--- src/rtl/core/dc_pkg.sv ---
// ----------------------------------------------------------------------------
// dc_pkg
// Shared types, constants and month tables for the calendar date core.
// ----------------------------------------------------------------------------
package dc_pkg;

    // command codes
    localparam logic CMD_CONVERT = 1'b0;
    localparam logic CMD_CHECK   = 1'b1;

    // day count range, 1 is the first day of 1900
    localparam logic signed [17:0] DAY_COUNT_MIN = 18'sd1;
    localparam logic signed [17:0] DAY_COUNT_MAX = 18'sd73049;
    localparam logic [16:0]        DAY_INDEX_MAX = 17'd73048;

    localparam logic [16:0] YEAR_DAYS  = 17'd365;
    localparam logic [16:0] QUAD_DAYS  = 17'd1461;

    // rest / 1461 == (rest * QUAD_RECIP) >> RECIP_SHIFT for rest below 94519
    localparam logic [16:0] QUAD_RECIP  = 17'd91868;
    localparam int          RECIP_SHIFT = 27;

    localparam logic [15:0] YEAR_IN_MIN  = 16'd1900;
    localparam logic [15:0] YEAR_IN_MAX  = 16'd2099;
    localparam logic [11:0] YEAR_BASE    = 12'd1900;
    localparam logic [11:0] YEAR_QUAD0   = 12'd1901;
    localparam logic [11:0] YEAR_DEFAULT = 12'd2000;

    localparam logic [3:0] MONTH_FIRST = 4'd1;
    localparam logic [3:0] MONTH_LAST  = 4'd12;
    localparam logic [4:0] DAY_FIRST   = 5'd1;

    typedef struct packed {
        logic        cmd;
        logic [11:0] year;
        logic [3:0]  month;
        logic [4:0]  day;
        logic        leap;
    } t_carry;

    // length of a month, leap only matters for february
    function automatic logic [4:0] month_len(input logic [3:0] m, input logic leap);
        logic [4:0] len;
        case (m)
            4'd2:                    len = leap ? 5'd29 : 5'd28;
            4'd4, 4'd6, 4'd9, 4'd11: len = 5'd30;
            default:                 len = 5'd31;
        endcase
        return len;
    endfunction

    // zero-based day of year on which a month starts
    function automatic logic [8:0] month_start(input logic [3:0] m, input logic leap);
        logic [8:0] base;
        logic [8:0] adj;
        adj = (leap && m > 4'd2) ? 9'd1 : 9'd0;
        case (m)
            4'd2:    base = 9'd31;
            4'd3:    base = 9'd59;
            4'd4:    base = 9'd90;
            4'd5:    base = 9'd120;
            4'd6:    base = 9'd151;
            4'd7:    base = 9'd181;
            4'd8:    base = 9'd212;
            4'd9:    base = 9'd243;
            4'd10:   base = 9'd273;
            4'd11:   base = 9'd304;
            4'd12:   base = 9'd334;
            default: base = 9'd0;
        endcase
        return base + adj;
    endfunction

endpackage

--- src/rtl/core/dc_front.sv ---
// ----------------------------------------------------------------------------
// dc_front
// First stage: clamps the day count and splits off the first year, and
// checks and corrects a year, month and day for the check command.
// ----------------------------------------------------------------------------
module dc_front (
    input  logic               i_clk,
    input  logic               i_load,
    input  logic               i_command,
    input  logic signed [17:0] i_day_count,
    input  logic [15:0]        i_year_in,
    input  logic [7:0]         i_month_in,
    input  logic [7:0]         i_day_in,
    output dc_pkg::t_carry     o_carry,
    output logic               o_first,
    output logic [16:0]        o_rest,
    output logic [8:0]         o_doy
);
    import dc_pkg::*;

    t_carry      r_carry, n_carry;
    logic        r_first, n_first;
    logic [16:0] r_rest, n_rest;
    logic [8:0]  r_doy, n_doy;

    logic [16:0] w_idx;
    logic [4:0]  w_len;

    always_comb begin
        if (i_day_count < DAY_COUNT_MIN) begin
            w_idx = 17'd0;
        end else if (i_day_count > DAY_COUNT_MAX) begin
            w_idx = DAY_INDEX_MAX;
        end else begin
            w_idx = i_day_count[16:0] - 17'd1;
        end
        n_first = (w_idx < YEAR_DAYS);
        n_rest  = n_first ? 17'd0 : (w_idx - YEAR_DAYS);
        n_doy   = w_idx[8:0];

        n_carry.cmd = i_command;
        if (i_year_in >= YEAR_IN_MIN && i_year_in <= YEAR_IN_MAX) begin
            n_carry.year = i_year_in[11:0];
        end else begin
            n_carry.year = YEAR_DEFAULT;
        end
        // in 1900..2099 only 1900 breaks the every-fourth-year rule
        n_carry.leap = (n_carry.year[1:0] == 2'b00) && (n_carry.year != YEAR_BASE);
        if (i_month_in >= 8'(MONTH_FIRST) && i_month_in <= 8'(MONTH_LAST)) begin
            n_carry.month = i_month_in[3:0];
        end else begin
            n_carry.month = MONTH_FIRST;
        end
        w_len = month_len(n_carry.month, n_carry.leap);
        if (i_day_in >= 8'(DAY_FIRST) && i_day_in <= {3'd0, w_len}) begin
            n_carry.day = i_day_in[4:0];
        end else begin
            n_carry.day = DAY_FIRST;
        end
    end

    always_ff @(posedge i_clk) begin
        if (i_load) begin
            r_carry <= n_carry;
            r_first <= n_first;
            r_rest  <= n_rest;
            r_doy   <= n_doy;
        end
    end

    assign o_carry = r_carry;
    assign o_first = r_first;
    assign o_rest  = r_rest;
    assign o_doy   = r_doy;

endmodule

--- src/rtl/core/dc_year.sv ---
// ----------------------------------------------------------------------------
// dc_year
// Three stages: four-year block by reciprocal multiply, remainder within
// the block, then year and zero-based day of year.
// ----------------------------------------------------------------------------
module dc_year (
    input  logic           i_clk,
    input  logic [2:0]     i_load,
    input  dc_pkg::t_carry i_carry,
    input  logic           i_first,
    input  logic [16:0]    i_rest,
    input  logic [8:0]     i_doy,
    output dc_pkg::t_carry o_carry,
    output logic [11:0]    o_year,
    output logic [8:0]     o_doy,
    output logic           o_leap
);
    import dc_pkg::*;

    // block index stage
    t_carry      r_s2_carry;
    logic        r_s2_first;
    logic [16:0] r_s2_rest;
    logic [8:0]  r_s2_doy;
    logic [5:0]  r_s2_q, n_s2_q;

    // remainder stage
    t_carry      r_s3_carry;
    logic        r_s3_first;
    logic [8:0]  r_s3_doy;
    logic [5:0]  r_s3_q;
    logic [10:0] r_s3_r, n_s3_r;

    // year stage
    t_carry      r_s4_carry;
    logic [11:0] r_s4_year, n_s4_year;
    logic [8:0]  r_s4_doy, n_s4_doy;
    logic        r_s4_leap, n_s4_leap;

    logic [33:0] w_prod;
    logic [16:0] w_qmul;
    logic [16:0] w_rem;
    logic [1:0]  w_yy;
    logic [10:0] w_yoff;
    logic [10:0] w_dif;

    always_comb begin
        w_prod = {17'd0, i_rest} * {17'd0, QUAD_RECIP};
        n_s2_q = w_prod[RECIP_SHIFT +: 6];
    end

    always_comb begin
        w_qmul = {11'd0, r_s2_q} * QUAD_DAYS;
        w_rem  = r_s2_rest - w_qmul;
        n_s3_r = w_rem[10:0];
    end

    always_comb begin
        if (r_s3_r >= 11'd1095) begin
            w_yy   = 2'd3;
            w_yoff = 11'd1095;
        end else if (r_s3_r >= 11'd730) begin
            w_yy   = 2'd2;
            w_yoff = 11'd730;
        end else if (r_s3_r >= 11'd365) begin
            w_yy   = 2'd1;
            w_yoff = 11'd365;
        end else begin
            w_yy   = 2'd0;
            w_yoff = 11'd0;
        end
        w_dif = r_s3_r - w_yoff;
        if (r_s3_first) begin
            n_s4_year = YEAR_BASE;
            n_s4_doy  = r_s3_doy;
            n_s4_leap = 1'b0;
        end else begin
            n_s4_year = YEAR_QUAD0 + {4'd0, r_s3_q, 2'b00} + {10'd0, w_yy};
            n_s4_doy  = w_dif[8:0];
            // the fourth year of each block is the leap year
            n_s4_leap = (w_yy == 2'd3);
        end
    end

    always_ff @(posedge i_clk) begin
        if (i_load[0]) begin
            r_s2_carry <= i_carry;
            r_s2_first <= i_first;
            r_s2_rest  <= i_rest;
            r_s2_doy   <= i_doy;
            r_s2_q     <= n_s2_q;
        end
        if (i_load[1]) begin
            r_s3_carry <= r_s2_carry;
            r_s3_first <= r_s2_first;
            r_s3_doy   <= r_s2_doy;
            r_s3_q     <= r_s2_q;
            r_s3_r     <= n_s3_r;
        end
        if (i_load[2]) begin
            r_s4_carry <= r_s3_carry;
            r_s4_year  <= n_s4_year;
            r_s4_doy   <= n_s4_doy;
            r_s4_leap  <= n_s4_leap;
        end
    end

    assign o_carry = r_s4_carry;
    assign o_year  = r_s4_year;
    assign o_doy   = r_s4_doy;
    assign o_leap  = r_s4_leap;

endmodule

--- src/rtl/core/dc_month.sv ---
// ----------------------------------------------------------------------------
// dc_month
// Last stage: month and day from the day of year, command select, and
// the output register.
// ----------------------------------------------------------------------------
module dc_month (
    input  logic           i_clk,
    input  logic           i_load,
    input  dc_pkg::t_carry i_carry,
    input  logic [11:0]    i_year,
    input  logic [8:0]     i_doy,
    input  logic           i_leap,
    output logic [11:0]    o_year,
    output logic [3:0]     o_month,
    output logic [4:0]     o_day,
    output logic           o_leap
);
    import dc_pkg::*;

    logic [11:0] r_year, n_year;
    logic [3:0]  r_month, n_month;
    logic [4:0]  r_day, n_day;
    logic        r_leap, n_leap;

    logic [3:0] w_month;
    logic [8:0] w_day;

    always_comb begin
        w_month = MONTH_FIRST;
        // starts rise with the month, so the last hit is the month
        for (int m = 2; m <= 12; m++) begin
            if (i_doy >= month_start(4'(m), i_leap)) begin
                w_month = 4'(m);
            end
        end
        w_day = i_doy - month_start(w_month, i_leap) + 9'd1;

        if (i_carry.cmd == CMD_CHECK) begin
            n_year  = i_carry.year;
            n_month = i_carry.month;
            n_day   = i_carry.day;
            n_leap  = i_carry.leap;
        end else begin
            n_year  = i_year;
            n_month = w_month;
            n_day   = w_day[4:0];
            n_leap  = i_leap;
        end
    end

    always_ff @(posedge i_clk) begin
        if (i_load) begin
            r_year  <= n_year;
            r_month <= n_month;
            r_day   <= n_day;
            r_leap  <= n_leap;
        end
    end

    assign o_year  = r_year;
    assign o_month = r_month;
    assign o_day   = r_day;
    assign o_leap  = r_leap;

endmodule

--- src/rtl/core/day_count_to_calendar_date_core.sv ---
// ----------------------------------------------------------------------------
// day_count_to_calendar_date_core
// Turns a day count into a date for 1900..2099, or checks and corrects a
// given date, with the leap-year flag of the resulting year.
// ----------------------------------------------------------------------------
//  channel  direction  handshake           payload
//  input    in         i_valid / o_ready   i_command i_day_count i_year_in
//                                          i_month_in i_day_in
//  output   out        o_valid / i_ready   o_year_out o_month_out o_day_out
//                                          o_leap_flag
//
//  five register stages, one transfer per cycle sustained while i_ready holds
//  the four-year block division is a 17x17 reciprocal multiply in stage two
//  each stage loads when it is empty or the stage after it moves on, so a
//  stall on the output backs up stage by stage without dropping or repeating
//  reset clears only the stage valid bits
// ----------------------------------------------------------------------------
module day_count_to_calendar_date_core (
    input  logic               i_clk,
    input  logic               i_rst_n,
    input  logic               i_valid,
    output logic               o_ready,
    input  logic               i_command,
    input  logic signed [17:0] i_day_count,
    input  logic [15:0]        i_year_in,
    input  logic [7:0]         i_month_in,
    input  logic [7:0]         i_day_in,
    output logic               o_valid,
    input  logic               i_ready,
    output logic [11:0]        o_year_out,
    output logic [3:0]         o_month_out,
    output logic [4:0]         o_day_out,
    output logic               o_leap_flag
);
    import dc_pkg::*;

    localparam int STAGES = 5;

    logic [STAGES-1:0] r_valid, n_valid;
    logic [STAGES-1:0] w_adv;

    t_carry      w_s1_carry;
    logic        w_s1_first;
    logic [16:0] w_s1_rest;
    logic [8:0]  w_s1_doy;
    t_carry      w_s4_carry;
    logic [11:0] w_s4_year;
    logic [8:0]  w_s4_doy;
    logic        w_s4_leap;

    always_comb begin
        w_adv[STAGES-1] = !r_valid[STAGES-1] || i_ready;
        for (int k = STAGES - 2; k >= 0; k--) begin
            w_adv[k] = !r_valid[k] || w_adv[k+1];
        end
        n_valid[0] = w_adv[0] ? i_valid : r_valid[0];
        for (int k = 1; k < STAGES; k++) begin
            n_valid[k] = w_adv[k] ? r_valid[k-1] : r_valid[k];
        end
    end

    always_ff @(posedge i_clk) begin
        if (!i_rst_n) begin
            r_valid <= '0;
        end else begin
            r_valid <= n_valid;
        end
    end

    assign o_ready = w_adv[0];
    assign o_valid = r_valid[STAGES-1];

    dc_front u_front (
        .i_clk       (i_clk),
        .i_load      (w_adv[0]),
        .i_command   (i_command),
        .i_day_count (i_day_count),
        .i_year_in   (i_year_in),
        .i_month_in  (i_month_in),
        .i_day_in    (i_day_in),
        .o_carry     (w_s1_carry),
        .o_first     (w_s1_first),
        .o_rest      (w_s1_rest),
        .o_doy       (w_s1_doy)
    );

    dc_year u_year (
        .i_clk   (i_clk),
        .i_load  (w_adv[3:1]),
        .i_carry (w_s1_carry),
        .i_first (w_s1_first),
        .i_rest  (w_s1_rest),
        .i_doy   (w_s1_doy),
        .o_carry (w_s4_carry),
        .o_year  (w_s4_year),
        .o_doy   (w_s4_doy),
        .o_leap  (w_s4_leap)
    );

    dc_month u_month (
        .i_clk   (i_clk),
        .i_load  (w_adv[4]),
        .i_carry (w_s4_carry),
        .i_year  (w_s4_year),
        .i_doy   (w_s4_doy),
        .i_leap  (w_s4_leap),
        .o_year  (o_year_out),
        .o_month (o_month_out),
        .o_day   (o_day_out),
        .o_leap  (o_leap_flag)
    );

    // a blocked input means every stage is holding an item
    a_full_when_blocked: assert property (@(posedge i_clk) disable iff (!i_rst_n)
        !o_ready |-> (r_valid == {STAGES{1'b1}}))
        else $error("input blocked while a stage is empty");

    a_date_range: assert property (@(posedge i_clk) disable iff (!i_rst_n)
        o_valid |-> (o_year_out >= YEAR_BASE && o_year_out <= 12'd2099
                     && o_month_out >= MONTH_FIRST && o_month_out <= MONTH_LAST
                     && o_day_out >= DAY_FIRST
                     && o_day_out <= month_len(o_month_out, o_leap_flag)))
        else $error("result date out of range");

    a_leap_match: assert property (@(posedge i_clk) disable iff (!i_rst_n)
        o_valid |-> (o_leap_flag == ((o_year_out[1:0] == 2'b00)
                                     && (o_year_out != YEAR_BASE))))
        else $error("leap flag does not match result year");

endmodule
--- config.mk ---
export PLATFORM = sky130hd
export DESIGN_NAME = day_count_to_calendar_date_core
export DESIGN_NICKNAME = d
export VERILOG_FILES = /design/src/rtl/core/dc_pkg.sv /design/src/rtl/core/dc_front.sv /design/src/rtl/core/dc_year.sv /design/src/rtl/core/dc_month.sv /design/src/rtl/core/day_count_to_calendar_date_core.sv
export SDC_FILE = /design/constraint.sdc
export NUM_CORES = 1
export LEC_CHECK = 0
export ABC_AREA = 0
export BUFFER_PORTS_ARGS = -buffer_cell sky130_fd_sc_hd__buf_2
export CAP_MARGIN = 10
export CORE_MARGIN = 2
export CORE_UTILIZATION = 63
export DETAILED_ROUTE_END_ITERATION = 10
export HOLD_SLACK_MARGIN = 0.15
export PLACE_DENSITY = 0.79
export SLEW_MARGIN = 20
export SYNTH_ARGS = -nofsm -noshare
export SYNTH_HDL_FRONTEND = slang
export SYNTH_SLANG_ARGS = --single-unit
--- constraint.sdc ---
create_clock -name i_clk -period 7.55 [get_ports i_clk]
set_clock_uncertainty 0.05 [all_clocks]
set_input_delay 0.3775 -clock i_clk [delete_from_list [all_inputs] [get_ports i_clk]]
set_output_delay 0.3775 -clock i_clk [all_outputs]
set_load 0.05 [all_outputs]
After elaboration in Yosys (flattened, before gate mapping)
Memories as Yosys holds them, arrays and structs flattened.
Index checks and enable logic that the tools add are counted.
W data, S select, Z words.
{"block": "totals", "regBits": 222, "rom_bits": 144, "in_bits": 55, "memories": 1}
{"name": "(no name shown)", "depth": 16, "width": 9, "rd": 1, "rd_clocked_by_memory_dff": 0, "wr": 0, "line": "dc_pkg.sv:57", "text": "case (m)"}
{"block": "op_classes", "n_addsub": 19, "multipliers": 2, "order_cmp": 24, "eq_ne": 7, "n_mux": 30, "n_reduce_logical": 17}
{"cell": "$ge A9 B9 Y1", "n": 9}
{"cell": "$mux W4", "n": 12}
{"cell": "$add A8 B9 Y9 const A", "n": 4}
{"cell": "$mux W9", "n": 4}
{"cell": "$mux W17", "n": 2}
{"cell": "$mul A17 B15 Y31 const B", "n": 1}
{"cell": "$add A9 B9 Y9 const A", "n": 3}
{"cell": "$mux W12", "n": 2}
{"cell": "$add A7 B9 Y9 const A", "n": 2}
{"cell": "$gt A18 B18 Y1 const B", "n": 1}
{"cell": "$lt A18 B2 Y1 const B", "n": 1}
{"cell": "$lt A17 B9 Y1 const B", "n": 1}
{"cell": "$sub A17 B1 Y17 const B", "n": 1}
{"cell": "$sub A17 B9 Y17 const B", "n": 1}
{"cell": "$ge A16 B11 Y1 const B", "n": 1}
{"cell": "$ge A8 B1 Y1 const B", "n": 2}
{"cell": "$le A16 B12 Y1 const B", "n": 1}
{"cell": "$add A11 B8 Y12 const A", "n": 1}
{"cell": "$add A12 B2 Y12", "n": 1}
{"cell": "$ne A12 B11 Y1 const B", "n": 1}
{"cell": "$ge A11 B10 Y1 const B", "n": 1}
{"cell": "$ge A11 B11 Y1 const B", "n": 1}
{"cell": "$ge A11 B9 Y1 const B", "n": 1}
{"cell": "$mul A6 B11 Y11 const B", "n": 1}
{"cell": "24 further kinds", "n": 44}

Logic depth before layout (Yosys ltp)
{"block": "logic_depth", "depth_word": 20, "depth_mapped": 21, "mapped_depth_nobuf": 21}

By module
Synthesis repeated with hierarchy kept, for this count alone.
{"block": "hier_totals", "hier_cells": 1372, "hier_area_um2": 16326.9}
{"mod": "dc_year", "n_inst": 1, "cells_each": 859, "area_per_inst_um2": 11009.3, "seq_area_each_um2": 4354.2}
{"mod": "dc_front", "n_inst": 1, "cells_each": 322, "area_per_inst_um2": 3310.7, "seq_area_each_um2": 1501.4}
{"mod": "dc_month", "n_inst": 1, "cells_each": 169, "area_per_inst_um2": 1804.2, "seq_area_each_um2": 660.6}
{"mod": "day_count_to_calendar_date_core", "n_inst": 1, "cells_each": 22, "area_per_inst_um2": 202.7, "seq_area_each_um2": 100.1}

Worst setup path after synthesis
No wires, ideal clock.
{"block": "synth_timing", "path_kind": "register to register", "from": "register u_front.r_rest[12], in the netlist u_front.o_rest[12]", "to": "register u_year.r_s2_q[2], data pin", "t_arrival_ps": 4955, "slack_ps": 2286, "path_stages_with_launch": 19, "n_path_buf": 0, "cell_sequence": "edfxtp_1 -> inv_1 -> fa_1 -> inv_1 -> fa_1 -> fa_1 -> inv_1 -> fa_1 -> inv_1 -> fa_1 -> fa_1 -> ha_1 -> a2111oi_0 -> o21ai_0 -> o211ai_1 -> a21oi_1 -> nor3_1 -> o21ba_2 -> xnor2_1"}
{"block": "synth_between", "elab_chain_len": 1}
{"item": "start, declared", "line": "dc_front.sv:23", "text": "logic [16:0] r_rest, n_rest;"}
{"item": "start signal, assigned", "line": "dc_front.sv:66", "text": "r_rest <= n_rest;"}
{"item": "$mul A17 B15 Y31", "line": "dc_year.sv:48", "text": "w_prod = {17'd0, i_rest} * {17'd0, QUAD_RECIP};"}
{"item": "via u_year.w_prod[29]", "line": "dc_year.sv:40", "text": "logic [33:0] w_prod;"}
{"item": "end signal, assigned", "line": "dc_year.sv:91", "text": "r_s2_q <= n_s2_q;"}
{"item": "end, declared", "line": "dc_year.sv:25", "text": "logic [5:0] r_s2_q, n_s2_q;"}
The timed path passes the listed nets, and every way through them passes these cells.
A chain may end at the register's enable or synchronous reset.

Final worst setup path
{"block": "layout_timing", "from": "register u_front.r_rest[8], in the netlist u_front.o_rest[8]", "to": "register u_year.r_s2_q[4], data pin"}
The elaborated chain is that of the path after synthesis.

==> results.cfg <==
[clock_tree]
cts.sinks = 222
cts_buffers = 23
cts_resized = 0
clkTransAtPathRegs_ns = 0.06
cts_root_buf = clkbuf_16
h-tree-depth = 1
clk_latency_ns = 0.52
post-cts-setup-buffers = 0
cts_tree = yes
clock_path_buffers = 3
ctsHoldBuffers = 17

[routing]
vias = 10190
first_pass_iters = 5
drt_iter0_markers = 826
ant_nets = 0
routed_wl_mm = 31.85
vias_per_cell = 5.731
wire_per_inst_um = 17.92
drc_errors = 0

[die]
die_w_um = 163.5
coreArea_um2 = 25110
fp.dieArea_um2 = 26740
initial_core_util_pct = 63.85
pin_count = 79
fp.dieH_um = 163.5
rows = 58

[critical_path]
critPathMaxFanout = 6
startpoint_type = flip-flop
slowest_stage = fa_1
cp_data_arrival_time_ns = 6.08
crit_top_cell = fa_1
critical_path_class = reg2reg
cp.required_ns = 7.76
crit_chain = inv_1, fa_1, inv_1, fa_1, fa_1, ha_1, inv_1, fa_1, inv_1, fa_1, ha_1, nand2_1, o211ai_1, a21oi_1, a21oi_1, o21ai_0, o21ai_0, xor2_1
critPathMaxStageDelay_ns = 0.56
end_kind = flip-flop

[global_routing]
grt_overflow_total = 0
grt_pass1_vias = 10177
grt_antenna_before_repair = 0
grt_pass1_wl_mm = 52.57
global_route.usage.total_pct = 25.09
grt_max_degree = 53

[logic_synthesis]
ys_ff_latch = 222
synth_area_per_cell_um2 = 12.03
synth-edff-count = 217
synth_nets = 1695
synth_cell_type_count = 81
ys.flop_type = edfxtp_1
yosys_warnings = 0
synth-seq-area-share_pct = 41.27
syn_area_um2 = 16030
async_reset_ff_share_pct = 0
syn-instance-count = 1333

[sta]
tns_ns = 0
min_period_ns = 5.869
setup_violations = 0
hold_viol_final = 0
slew_headroom_pct = 29.21
drv_slew = 0
hold_ws_ns = 0.1747
max_freq_ghz = 0.1704
worst_pin_slew_ns = 1.058
fin_crit_sh_pct = 77.74
rsz0062_at_grt = no

[status]
outcome = finished clean

[layout]
multiInputGateArea_um2 = 8421
syn_to_final_growth_pct = 10.03
n_fill_cell = 1755
seq_area_um2 = 6616
nNetsFinal = 1793
drive_gt1_share_pct = 12.15
diodes = 0

[placed_design]
hpwl_mm = 24.44
place_congestion = 0.9188
port_buffers = 78

[hold_path]
hp-class = in2reg

[job]
cap_viol_max_count = 0
final cells by class:
cell class	instances	share of cell area, %
multi-input cells	858	47.74
clock inverters	14	0.8370
flip-flops and latches	222	37.51
clock buffers	28	3.369
inverters	226	4.816
repair buffers	100	3.391
well taps	330	2.341
worst max-delay path: cells and delay by family, from the launching register on:
kind / cells / cell delay, ns
AOI/OAI and AO/OA: 5 / 1.28
xor gates and xnor gates: 1 / 0.18
adders and majority gates: 7 / 3.17
buffers and inverters: 4 / 0.37
DFF: 1 / 0.48
and+or+nand+nor: 1 / 0.08
cells in the final DEF, fill, tap and decap left out, drive strengths merged, types with 6 or more instances in the layout:
master         n
nand4          6
fa           125
o41ai         11
o211ai        10
nor2b         11
o31ai         10
a21oi         46
xnor2         44
dlygate4sd3   17
inv          227
and2          11
buf           83
o21ai         33
a31oi          6
xor2          17
mux2          18
ha           182
clkbuf        28
a211oi         7
a21o          13
edfxtp       217
nor2          63
nand2         66
nor3          19
clkinv        10
nand3         13
or3           10
nor4          11
and3          12
a21boi         8
o21a          10
nand2b        17
metal layers:
metal / vias to the layer above / wire length (um) / GRT usage, % / share of wire, %
li1: 4845 / - / - / -
met1: 4961 / 14730 / 38.19 / 46
met2: 337 / 14920 / 39.34 / 47
met3: 47 / 1638 / 3.200 / 5.1
met4: 0 / 570 / 4.944 / 1.8
met5: - / 0 / 0 / 0
logic make-up after synthesis:
family                     count (synthesis)  synth area share, %
and+or+nand+nor                          270                8.967
muxes                                     22                1.514
AOI/OAI and AO/OA                        197                8.694
adders and majority gates                307                29.81
xor gates and xnor gates                  62                3.473
DFF                                      222                41.27
buffers and inverters                    253                6.267
sequential cells by signal, summed over array words and instances, names as in the netlist:
register,cells
u_year.r_s2_carry,23
u_month.o_day,5
u_year.r_s2_q,6
u_year.r_s2_first,1
u_year.o_year,12
u_year.r_s3_q,6
u_year.r_s2_rest,11
u_front.o_first,1
u_month.o_leap,1
u_year.r_s3_r,11
u_year.o_carry,23
r_valid,5
u_year.r_s3_carry,23
u_year.r_s3_first,1
u_front.o_doy,9
u_month.o_year,12
u_front.o_rest,17
u_year.r_s3_doy,9
u_year.r_s2_doy,9
u_month.o_month,4
u_front.o_carry,23
u_year.o_doy,9
u_year.o_leap,1
cell usage after synthesis (5+ instances only):
cell type | count | area [um2]
ha_1 | 182 | 2277
and2_1 | 10 | 62.56
a21boi_0 | 8 | 60.06
nor2_1 | 53 | 198.9
o41ai_1 | 11 | 96.34
o21ai_0 | 30 | 150.1
fa_1 | 125 | 2502
o31ai_1 | 9 | 67.56
or2_2 | 5 | 31.28
dfxtp_1 | 5 | 100.1
nor2b_1 | 11 | 68.82
or3b_2 | 5 | 43.79
a21o_1 | 13 | 97.59
o211ai_1 | 9 | 67.56
xnor2_1 | 44 | 385.4
a31oi_1 | 6 | 37.54
xor2_1 | 17 | 148.9
and3_1 | 12 | 75.07
nor4_1 | 10 | 62.56
nor3_1 | 19 | 95.09
o21a_1 | 10 | 75.07
buf_6 | 6 | 67.56
a211oi_1 | 7 | 52.55
inv_1 | 226 | 848.3
mux2_2 | 18 | 202.7
nand2b_1 | 17 | 106.4
nand2_1 | 66 | 247.7
buf_2 | 5 | 25.02
or3_1 | 9 | 56.30
clkbuf_1 | 15 | 56.30
nand3_1 | 13 | 65.06
nor2_2 | 10 | 62.56
nand4_1 | 6 | 37.54
edfxtp_1 | 217 | 6516
a21oi_1 | 45 | 225.2
final timing paths:
check                           slack, ns                    end                start  depth (start not counted)
worst max-delay path                 1.68       u_year.r_s2_q[4]    u_front.o_rest[8]                         18
worst min-delay path                 0.17    u_front.o_carry[13]         i_year_in[3]                          2
worst max register to register       1.68       u_year.r_s2_q[4]    u_front.o_rest[8]                         18
worst min register to register       0.37  u_year.r_s2_carry[12]  u_front.o_carry[12]                          0
through the flow:
step	instances	worst slack (ns)	utilization [%]	cell area, um2
floorplan	1333	2.286	-	16030
global placement	1719	1.846	66.61	16730
detailed placement	1719	1.670	66.61	16730
CTS	1778	1.643	70.25	17640
global route	1778	1.410	70.25	17640
finish	1778	1.681	70.25	17640
Power is left out: the tool's default activity adds up to more than one toggle a clock period on the data nets, which glitch-free logic cannot reach.
